**config.mk**
```make
export PLATFORM = sky130hd
export DESIGN_NAME = fsrm_fib
export DESIGN_NICKNAME = d
export VERILOG_FILES = /design/src/fsrm_pkg.sv /design/src/fsrm_modmul.sv /design/src/fsrm_fib.sv
export SDC_FILE = /design/constraint.sdc
export NUM_CORES = 2
export LEC_CHECK = 0
export BUFFER_PORTS_ARGS = -buffer_cell sky130_fd_sc_hd__buf_4
export CAP_MARGIN = 20
export CORE_MARGIN = 1
export CORE_UTILIZATION = 30
export DETAILED_ROUTE_END_ITERATION = 10
export GPL_ROUTABILITY_DRIVEN = 0
export PLACE_DENSITY_LB_ADDON = 0.15
export SYNTH_ARGS = -nofsm -noshare
export SYNTH_HDL_FRONTEND = slang
export SYNTH_SLANG_ARGS = --single-unit
```
**constraint.sdc**
```tcl
create_clock -name clk -period 9.5 [get_ports clk]
set_input_delay 0.475 -clock clk [delete_from_list [all_inputs] [get_ports clk]]
set_output_delay 0.475 -clock clk [all_outputs]
set_load 0.01 [all_outputs]
```
**src/fsrm_pkg.sv**
```systemverilog
// Shared types, constants and modular helpers for the Fibonacci range sum block.
// No dependencies.
package fsrm_pkg;

	localparam int MOD_W          = 30;
	localparam int IDX_W          = 32;
	localparam int INDEX_BITS_DEF = 32;

	localparam logic [MOD_W-1:0] FIB_MOD  = 30'd1000000007;
	localparam logic [31:0]      FIB_MOD2 = 32'd2000000014;
	// Barrett constant floor(2^60 / p)
	localparam logic [30:0] BARRETT_MU = 31'((64'd1 << 60) / 64'(FIB_MOD));

	typedef struct packed {
		logic             vld;
		logic [MOD_W-1:0] x;
		logic [MOD_W-1:0] y;
	} mul_req_t;

	typedef struct packed {
		logic             vld;
		logic [MOD_W-1:0] r;
	} mul_rsp_t;

	typedef struct packed {
		logic             done;
		logic [MOD_W-1:0] value;
	} fib_rsp_t;

	typedef enum logic [2:0] {
		E_IDLE,
		E_SQA,
		E_SQB,
		E_CT,
		E_WAIT,
		E_DONE
	} fib_state_t;

	typedef enum logic [2:0] {
		T_IDLE,
		T_HI,
		T_LO_GO,
		T_LO,
		T_OUT
	} top_state_t;

	function automatic logic [MOD_W-1:0] mod_add(input logic [MOD_W-1:0] x,
		input logic [MOD_W-1:0] y);
		logic [MOD_W:0] s;
		s = {1'b0, x} + {1'b0, y};
		if (s >= {1'b0, FIB_MOD}) begin
			s = s - {1'b0, FIB_MOD};
		end
		return s[MOD_W-1:0];
	endfunction

	function automatic logic [MOD_W-1:0] mod_sub(input logic [MOD_W-1:0] x,
		input logic [MOD_W-1:0] y);
		logic [MOD_W:0] s;
		if (x >= y) begin
			s = {1'b0, x} - {1'b0, y};
		end else begin
			s = {1'b0, x} + {1'b0, FIB_MOD} - {1'b0, y};
		end
		return s[MOD_W-1:0];
	endfunction

endpackage

```
**src/fsrm_modmul.sv**
```systemverilog
// Four-stage pipelined multiplier modulo 1000000007 (Barrett reduction).
// Depends on fsrm_pkg.
module fsrm_modmul (
	input  logic              clk,
	input  logic              arst_n,
	input  fsrm_pkg::mul_req_t req,
	output fsrm_pkg::mul_rsp_t rsp
);

	logic [59:0] prod_d;
	logic [59:0] prod_s1;
	logic [61:0] qm_d;
	logic [30:0] q_s2;
	logic [31:0] xlo_s2;
	logic [31:0] qp_d;
	logic [31:0] qp_s3;
	logic [31:0] xlo_s3;
	logic [31:0] rem_d;
	logic [fsrm_pkg::MOD_W-1:0] res_s4;
	logic vld_s1, vld_s2, vld_s3, vld_s4;

	assign prod_d = req.x * req.y;
	// q = ((x >> 29) * mu) >> 31, off from floor(x/p) by at most 2
	assign qm_d   = prod_s1[59:29] * fsrm_pkg::BARRETT_MU;
	// only the low word of q*p matters, remainder < 3p < 2^32
	assign qp_d   = {1'b0, q_s2} * {2'b00, fsrm_pkg::FIB_MOD};
	assign rem_d  = xlo_s3 - qp_s3;

	always_ff @(posedge clk or negedge arst_n) begin
		if (!arst_n) begin
			vld_s1 <= 1'b0;
			vld_s2 <= 1'b0;
			vld_s3 <= 1'b0;
			vld_s4 <= 1'b0;
		end else begin
			vld_s1 <= req.vld;
			vld_s2 <= vld_s1;
			vld_s3 <= vld_s2;
			vld_s4 <= vld_s3;
		end
	end

	always_ff @(posedge clk) begin
		prod_s1 <= prod_d;
		q_s2    <= qm_d[61:31];
		xlo_s2  <= prod_s1[31:0];
		qp_s3   <= qp_d;
		xlo_s3  <= xlo_s2;
		if (rem_d >= fsrm_pkg::FIB_MOD2) begin
			res_s4 <= fsrm_pkg::MOD_W'(rem_d - fsrm_pkg::FIB_MOD2);
		end else if (rem_d >= {2'b00, fsrm_pkg::FIB_MOD}) begin
			res_s4 <= fsrm_pkg::MOD_W'(rem_d - {2'b00, fsrm_pkg::FIB_MOD});
		end else begin
			res_s4 <= rem_d[fsrm_pkg::MOD_W-1:0];
		end
	end

	assign rsp.vld = vld_s4;
	assign rsp.r   = res_s4;

endmodule

```
**src/fsrm_fib.sv**
```systemverilog
// Fast-doubling Fibonacci sequencer: F(k) mod p on the shared modular multiplier.
// Depends on fsrm_pkg and fsrm_modmul.
module fsrm_fib #(
	parameter int EXP_W = fsrm_pkg::INDEX_BITS_DEF + 1
) (
	input  logic               clk,
	input  logic               arst_n,
	input  logic               start,
	input  logic [EXP_W-1:0]   k,
	output fsrm_pkg::fib_rsp_t rsp
);

	localparam int CNT_W = $clog2(EXP_W);
	// order of results out of the multiplier within one doubling step
	localparam logic [1:0] RES_A2 = 2'd0;
	localparam logic [1:0] RES_B2 = 2'd1;
	localparam logic [1:0] RES_CT = 2'd2;

	fsrm_pkg::fib_state_t state_q, state_d;
	fsrm_pkg::mul_req_t   mreq;
	fsrm_pkg::mul_rsp_t   mrsp;

	logic [EXP_W-1:0] k_q;
	logic [CNT_W-1:0] cnt_q;
	logic [1:0]       res_cnt_q;
	logic             started_q;
	// a = F(j), b = F(j+1) for the prefix j of k seen so far
	logic [fsrm_pkg::MOD_W-1:0] a_q, b_q, t_q, sqa_q, d_q;
	logic cur_bit, skip, last, step_done;

	assign cur_bit   = k_q[EXP_W-1];
	assign skip      = (state_q == fsrm_pkg::E_SQA) && !started_q && !cur_bit;
	assign last      = (cnt_q == '0);
	assign step_done = mrsp.vld && (res_cnt_q == RES_CT);

	fsrm_modmul u_mul (
		.clk    (clk),
		.arst_n (arst_n),
		.req    (mreq),
		.rsp    (mrsp)
	);

	always_comb begin
		state_d = state_q;
		case (state_q)
			fsrm_pkg::E_IDLE: begin
				if (start) state_d = fsrm_pkg::E_SQA;
			end
			fsrm_pkg::E_SQA: begin
				if (skip) begin
					if (last) state_d = fsrm_pkg::E_DONE;
				end else begin
					state_d = fsrm_pkg::E_SQB;
				end
			end
			fsrm_pkg::E_SQB:  state_d = fsrm_pkg::E_CT;
			fsrm_pkg::E_CT:   state_d = fsrm_pkg::E_WAIT;
			fsrm_pkg::E_WAIT: begin
				if (step_done) state_d = last ? fsrm_pkg::E_DONE : fsrm_pkg::E_SQA;
			end
			fsrm_pkg::E_DONE: state_d = fsrm_pkg::E_IDLE;
			default:          state_d = fsrm_pkg::E_IDLE;
		endcase
	end

	always_comb begin
		mreq.vld = 1'b0;
		mreq.x   = a_q;
		mreq.y   = a_q;
		case (state_q)
			fsrm_pkg::E_SQA: begin
				mreq.vld = !skip;
			end
			fsrm_pkg::E_SQB: begin
				mreq.vld = 1'b1;
				mreq.x   = b_q;
				mreq.y   = b_q;
			end
			fsrm_pkg::E_CT: begin
				mreq.vld = 1'b1;
				mreq.y   = t_q;
			end
			default: begin
				mreq.vld = 1'b0;
			end
		endcase
		rsp.done  = (state_q == fsrm_pkg::E_DONE);
		rsp.value = a_q;
	end

	always_ff @(posedge clk or negedge arst_n) begin
		if (!arst_n) begin
			state_q   <= fsrm_pkg::E_IDLE;
			cnt_q     <= '0;
			res_cnt_q <= RES_A2;
			started_q <= 1'b0;
		end else begin
			state_q <= state_d;
			if (state_q == fsrm_pkg::E_IDLE && start) begin
				cnt_q     <= CNT_W'(EXP_W - 1);
				res_cnt_q <= RES_A2;
				started_q <= 1'b0;
			end else begin
				if (state_q == fsrm_pkg::E_SQA && !skip) started_q <= 1'b1;
				if (skip || step_done) cnt_q <= cnt_q - 1'b1;
				if (mrsp.vld) begin
					case (res_cnt_q)
						RES_A2:  res_cnt_q <= RES_B2;
						RES_B2:  res_cnt_q <= RES_CT;
						default: res_cnt_q <= RES_A2;
					endcase
				end
			end
		end
	end

	always_ff @(posedge clk) begin
		if (state_q == fsrm_pkg::E_IDLE && start) begin
			k_q <= k;
			a_q <= '0;
			b_q <= fsrm_pkg::MOD_W'(1);
		end else begin
			if (state_q == fsrm_pkg::E_SQA) begin
				// t = 2*F(j+1) - F(j), so F(2j) = F(j) * t
				t_q <= fsrm_pkg::mod_sub(fsrm_pkg::mod_add(b_q, b_q), a_q);
			end
			if (skip) k_q <= k_q << 1;
			if (mrsp.vld) begin
				case (res_cnt_q)
					RES_A2: sqa_q <= mrsp.r;
					RES_B2: d_q   <= fsrm_pkg::mod_add(sqa_q, mrsp.r);
					default: begin
						// mrsp.r = F(2j), d_q = F(2j+1)
						k_q <= k_q << 1;
						if (cur_bit) begin
							a_q <= d_q;
							b_q <= fsrm_pkg::mod_add(mrsp.r, d_q);
						end else begin
							a_q <= mrsp.r;
							b_q <= d_q;
						end
					end
				endcase
			end
		end
	end

endmodule

```
# Word-level counts from Yosys, hierarchy flattened
# Index checks and enable logic that the tools add are counted.
[totals]
inputBits = 36
out_inout_bits = 31
word_cells = 106
regBits = 416
[classes]
n_lt_le_gt_ge = 6
n_mul = 3
add_sub_neg = 13
reduce_logical = 22
eq_ne = 10
n_bitwise = 2
n_mux = 30
[op_table]
columns = ["cell", "count"]
rows = [
  ["$mux 30", 11],
  ["$sub 30x30->30 const B", 5],
  ["$mux 33", 4],
  ["$add 30x30->31", 3],
  ["$ge 31x30->1 const B", 3],
  ["$mul 30x30->60", 1],
  ["$pmux 30 s2", 1],
  ["$sub 30x30->30", 2],
  ["$mul 31x28->59 const B", 1],
  ["$ge 32x30->1 const B", 1],
  ["$ge 32x31->1 const B", 1],
  ["$mul 31x30->32 const B", 1],
  ["$sub 32x32->32", 1],
  ["$add 30x30->30 const B", 1],
  ["$ge 30x30->1", 1],
  ["$mux 3", 5],
  ["$pmux 3 s5", 1],
  ["$mux 6", 2],
  ["$reduce_and 3->1", 3],
  ["$eq 3x2->1 const B", 2],
  ["$eq 3x3->1 const B", 2],
  ["$logic_not 6->1", 1],
  ["$reduce_bool 2->1", 3],
  ["$sub 6x1->6 const B", 1],
  ["other kinds (17)", 29],
]

# Longest topological paths before layout
[depth]
depth_word = 8
ltp_mapped = 36
ltp_nobuf = 34

# By module
# From an unflattened synthesis, not the netlist that was laid out.
[unflattened]
cells_unflattened = 8062
hier_area_um2 = 74616.6
[by_module_without_submodules]
columns = ["module", "seq_area_each_um2", "n_inst", "cells_per_inst", "area_per_inst_um2"]
rows = [
  ["fsrm_modmul", 4444.3, 1, 5906, 57037.2],
  ["fsrm_fib", 4864.7, 1, 2156, 17579.4],
]

# Worst setup path before layout
# Ideal clock, no wire load.
[synth_timing]
path_kind = "register to register"
from = "register state_q[2]"
to = "register u_mul.prod_s1[41]"
n_path_buf = 2
stages_incl_launch_ff = 31
slack_ps = 559
synth_period_minus_slack_ps = 8941
arrival_time_ps = 8868
setup_time_ps = 72
required_ps = 9428
cell_sequence = "dfrtp_1 > nand2b_1 > nor2_1 > clkbuf_1 > mux2i_1 > clkbuf_1 > nor2_1 > fa_1 > inv_1 > fa_1 > fa_1 > fa_1 > inv_1 > fa_1 > fa_1 > fa_1 > inv_1 > fa_1 > inv_1 > ha_1 > a21o_1 > a21o_1 > a21o_1 > a21o_1 > a21o_1 > a21o_1 > a211oi_1 > a21oi_1 > or2_2 > a221oi_1 > xnor2_1"
[synth_between]
elab_chain_len = 3
word_cells_on_any_way = 5
cone_classes = "mul (1); eq/ne (2); mux (2)"
[synth_rtl]
columns = ["element", "line", "rtl"]
rows = [
  ["start, declared", "fsrm_fib.sv:19", "fsrm_pkg::fib_state_t state_q, state_d;"],
  ["start signal, assigned", "fsrm_fib.sv:93", "state_q <= fsrm_pkg::E_IDLE;"],
  ["start signal, assigned", "fsrm_fib.sv:98", "state_q <= state_d;"],
  ["$eq 3x2->1", "fsrm_fib.sv:70", "case (state_q)"],
  ["$pmux 30 s2 / $mux 30 (equally long branches)", "fsrm_fib.sv:70", ""],
  ["$mul 30x30->60 *", "fsrm_modmul.sv:22", "assign prod_d = req.x * req.y;"],
  ["net u_mul.prod_d[41]", "fsrm_modmul.sv:10", "logic [59:0] prod_d;"],
  ["end signal, assigned", "fsrm_modmul.sv:44", "prod_s1 <= prod_d;"],
  ["end, declared", "fsrm_modmul.sv:11", "logic [59:0] prod_s1;"],
]
# The timed path passes the listed nets; every way through them passes the cells marked *.
# A chain may end at the register's enable or synchronous reset.

# Final worst setup path
[layout_timing]
from = "register state_q[2]"
to = "register u_mul.prod_s1[53]"
# Same word-level chain as after synthesis.

==> summary.md <==
| Metric | Value |
|---|---|
| H-Tree Depth | 2 |
| Status | complete, no violations |
| Footprint of the multi-input gates | 58,800 sq um |
| Initial Utilization | 0.302 |
| Class of the worst hold path | input port to flip-flop |
| Fin nets | approximately 11,000 |
| Worst reg-to-reg path cell count | 35 |
| Clock Pin Slew Worst Setup and Hold Paths | about 0.070 ns |
| Clk sinks | between 400 and 500 |
| Static leakage | ~0.042 uW |
| CTS Buffer Depth | 3 |
| Worst Hold Path Cells | 3 |
| Fin crit share | 0.966 |
| Clk pwr share | 0.554 |
| Cell taking the most area after synthesis | fa_1 |
| Achievable clock frequency | 109 MHz |
| CP startpoint kind | flip-flop |
| CP max stage delay | between 0.5 and 0.6 ns |
| Yosys warnings | 0 |
| Routed WL | between 200 and 300 mm |
| Cells after Synth | roughly 8,300 |
| DR vias/cell | 4.94 |
| WP buf/inv | 9 |
| Worst clock skew | approximately 0.039 ns |
| Fillers | approximately 26,000 |
| Post-synth top cells | 1,613 x inv_1, 1,243 x fa_1, 932 x ha_1 |
| Final setup violating endpoints | 0 |
| Detailed placement HPWL | 225 mm |
| Max-Cap Viols | 0 |
| Port bufs | between 60 and 70 |
| WHS | between 0.15 and 0.2 ns |
| Worst slew pin tran | 1.08 ns |
| Largest net degree at the start of global routing | 79 |
| Final hold violation count | 0 |
| Placement Setup Slack | between 0.15 and 0.2 ns |
| Core area | roughly 250,000 sq um |
| CP top delay family | adder cells |
| RSZ-0062 raised after global routing | no |
| Syn Nets | ~11,000 |
| Chip Width | around 500 um |
| Pwr dens | around 49 nW/um^2 |
| Area of the die | 252,000 sq um |
| Post-synth EDFFs | 90 |
| Layout area overhead | 11.5% |
| Hold Crit Endpoint | state_q[0] |
| Final core occ | 0.337 |
| Syn_area_per_cell | 9.02 sq um |
| Final Max Tran Viols | 0 |
| Vias | a little under 60,000 |
| Final WS setup | between 0.3 and 0.4 ns |
| Overall Global Routing Usage | 0.215 |
| First-pass GRT wire length | ~410 mm |
| Critical path class | flip-flop to flip-flop |
| CP dominant cell by count | fa_1 |
| Global route overflow | 0 |
| CTS root buf | clkbuf_16 |
| Synth top area cells | fa_1 33%, ha_1 16%, dfxtp_1 8.3%, inv_1 8.1%, nor2_1 3.9% |
| Die height | 502 um |
| Combinational power share | 0.006 |
| Slew margin rel. | 0.277 |
| CP Data Required Time | just over 10 ns |
| Antenna violations before repair | 17 |
| WP data arrival | a little under 10 ns |
| I/O pins | between 60 and 70 |
| Switch Pwr | approximately 950 uW |
| Post-synth top flop | dfxtp_1 |
| # DRC | 0 |
| Total Power | just over 4000 uW |
| Sequential-to-total area share from yosys stat | 0.124 |
| Post-DRT Antenna Nets | 0 |
| Seq pwr share | 0.440 |
| Vias in the first global route | 62,600 |
| Fin crit period | around 9 ns |
| R2R Path End | u_mul.prod_s1[53] |
| Hold_sp | start |
| Ys async rst share | 0.0385 |
| Std-Cell Rows | roughly 180 |
| Cell area after synthesis | 75,100 sq um |
| Share of cells above drive strength 1 | 0.0698 |
| Clock tree from TritonCTS | done |
| CTS Buf Count | 53 |
| Library cells used by synthesis | 102 |
| Setup TNS | 0 ns |
| Crit path capture type | flip-flop |
| Total internal power | between 3000 and 4000 uW |
| Sw frac | 0.233 |
| Flops & latches, synth | 416 |
| Clk_lat worst skew | just under 0.7 ns |
| DR WL/cell | 22.5 um |
| Reg2Reg Setup Slack | about 0.32 ns |
| IR drop worst, VDD | between 0.1 and 0.15 mV |
| CP max FO | 20 |
| Reg-to-Reg Start | state_q[2] |
| Most common cell in the netlist | inv_1 |
| Reg area | 9310 sq um |
| Post-synth top area share | 0.332 |
| Initial DRC count | 3,917 |
| Pre-antenna DRT Iters | 6 |
| CP max stage cell | fa_1 |
layer usage:
| layer | GRT usage | wire length (um) | share of wire |
|---|---|---|---|
| met2 | 0.362 | 127000 | 0.47 |
| met1 | 0.280 | 116000 | 0.43 |
| met4 | 0.0908 | 12800 | 0.048 |
| met5 | 0 | 11 | 0.000041 |
| met3 | 0.0229 | 12800 | 0.048 |
flip-flops by register name (all words and copies together), names as in the netlist, 31 cells and up:
register / flops
u_mul.prod_s1: 60
k_q: 33
u_mul.qp_s3: 32
u_mul.xlo_s2: 32
u_mul.xlo_s3: 32
u_mul.q_s2: 31
tightest hold or removal path: cells and delay by family:
family / cells / cell delay, ns
compound gates: 2 / 0.22
buf+inv: 1 / 0.09
area by class of cell:
class	instances	area share
Clock buffer	72	0.0196
Multi-Input combinational cell	5987	0.702
Inverter	1613	0.0723
Timing Repair Buffer	407	0.0406
Antenna cell	27	0.000807
Sequential cell	416	0.111
Tap cell	3330	0.0498
Clock inverter	27	0.00393
per-stage QoR:
step / area (sq um) / instances
final: 83700 / 11900
after global routing: 83700 / 11900
after CTS: 83500 / 11800
after detailed placement: 81200 / 11700
after global placement: 81200 / 11700
after floorplan: 75100 / 8323
cell usage in the layout, fill, tap and decap left out, drive strengths merged, types with 22 or more instances in the layout:
master / synthesis / layout
or2: 36 / 36
or3: 33 / 33
a31oi: 47 / 47
xnor2: 225 / 225
diode: 0 / 27
o211ai: 25 / 25
o21bai: 36 / 36
fa: 1243 / 1243
nand2b: 61 / 61
and2: 47 / 47
nor3: 96 / 96
and3: 49 / 49
mux2i: 127 / 127
o21ai: 339 / 339
nor2: 777 / 777
nor4: 22 / 22
dfxtp: 310 / 310
nor2b: 44 / 44
dlygate4sd3: 0 / 34
nand3: 105 / 105
o21a: 70 / 70
clkbuf: 266 / 73
a21o: 135 / 135
and4: 24 / 24
nand4: 46 / 46
a21oi: 284 / 284
ha: 932 / 932
a211oi: 86 / 86
o22ai: 24 / 24
buf: 41 / 372
xor2: 116 / 116
edfxtp: 90 / 90
a2111oi: 30 / 30
inv: 1613 / 1624
nand2: 668 / 668
worst max-delay path by stage:
stage | cells past startpoint | to | start | slack [ns]
floorplan | 30 | u_mul.prod_s1[41] | state_q[2] | 0.56
global placement | 32 | u_mul.prod_s1[44] | state_q[2] | 0.10
detailed placement | 31 | u_mul.prod_s1[54] | state_q[2] | 0.16
CTS | 31 | u_mul.prod_s1[54] | state_q[2] | 0.02
global route | 35 | u_mul.prod_s1[53] | state_q[2] | 0.003
finish | 35 | u_mul.prod_s1[53] | state_q[2] | 0.32
repair_timing:
item	in CTS	in global routing
hold buffers	34	0
gates resized for setup	0	26
setup buffers	0	2
endpoints found under the hold margin	49	0
setup endpoints to repair	0	15
cells by family (layout without fill, tap and decap cells):
kind of cell | count (synthesis) | in the layout | synth area share
AO/OA/AOI/OAI | 1279 | 1279 | 0.112
XOR/XNOR | 341 | 341 | 0.0399
adder cells (fa/ha/maj) | 2175 | 2175 | 0.487
buffers and inverters | 1920 | 2119 | 0.0965
flip-flops | 416 | 416 | 0.124
multiplexers | 130 | 130 | 0.0174
other | 0 | 27 | 0
AND/OR/NAND/NOR | 2062 | 2062 | 0.123
power groups by stage:
stage               logic [uW]  clock network [uW]  registers, uW
floorplan                0.193                   0           1840
global placement          12.9                   0           1840
global route              26.7                2400           1800
finish                    24.9                2260           1800
detailed placement        13.0                   0           1840
CTS                       25.3                2330           1800
Note: power is estimated with default switching activity, not from simulation.
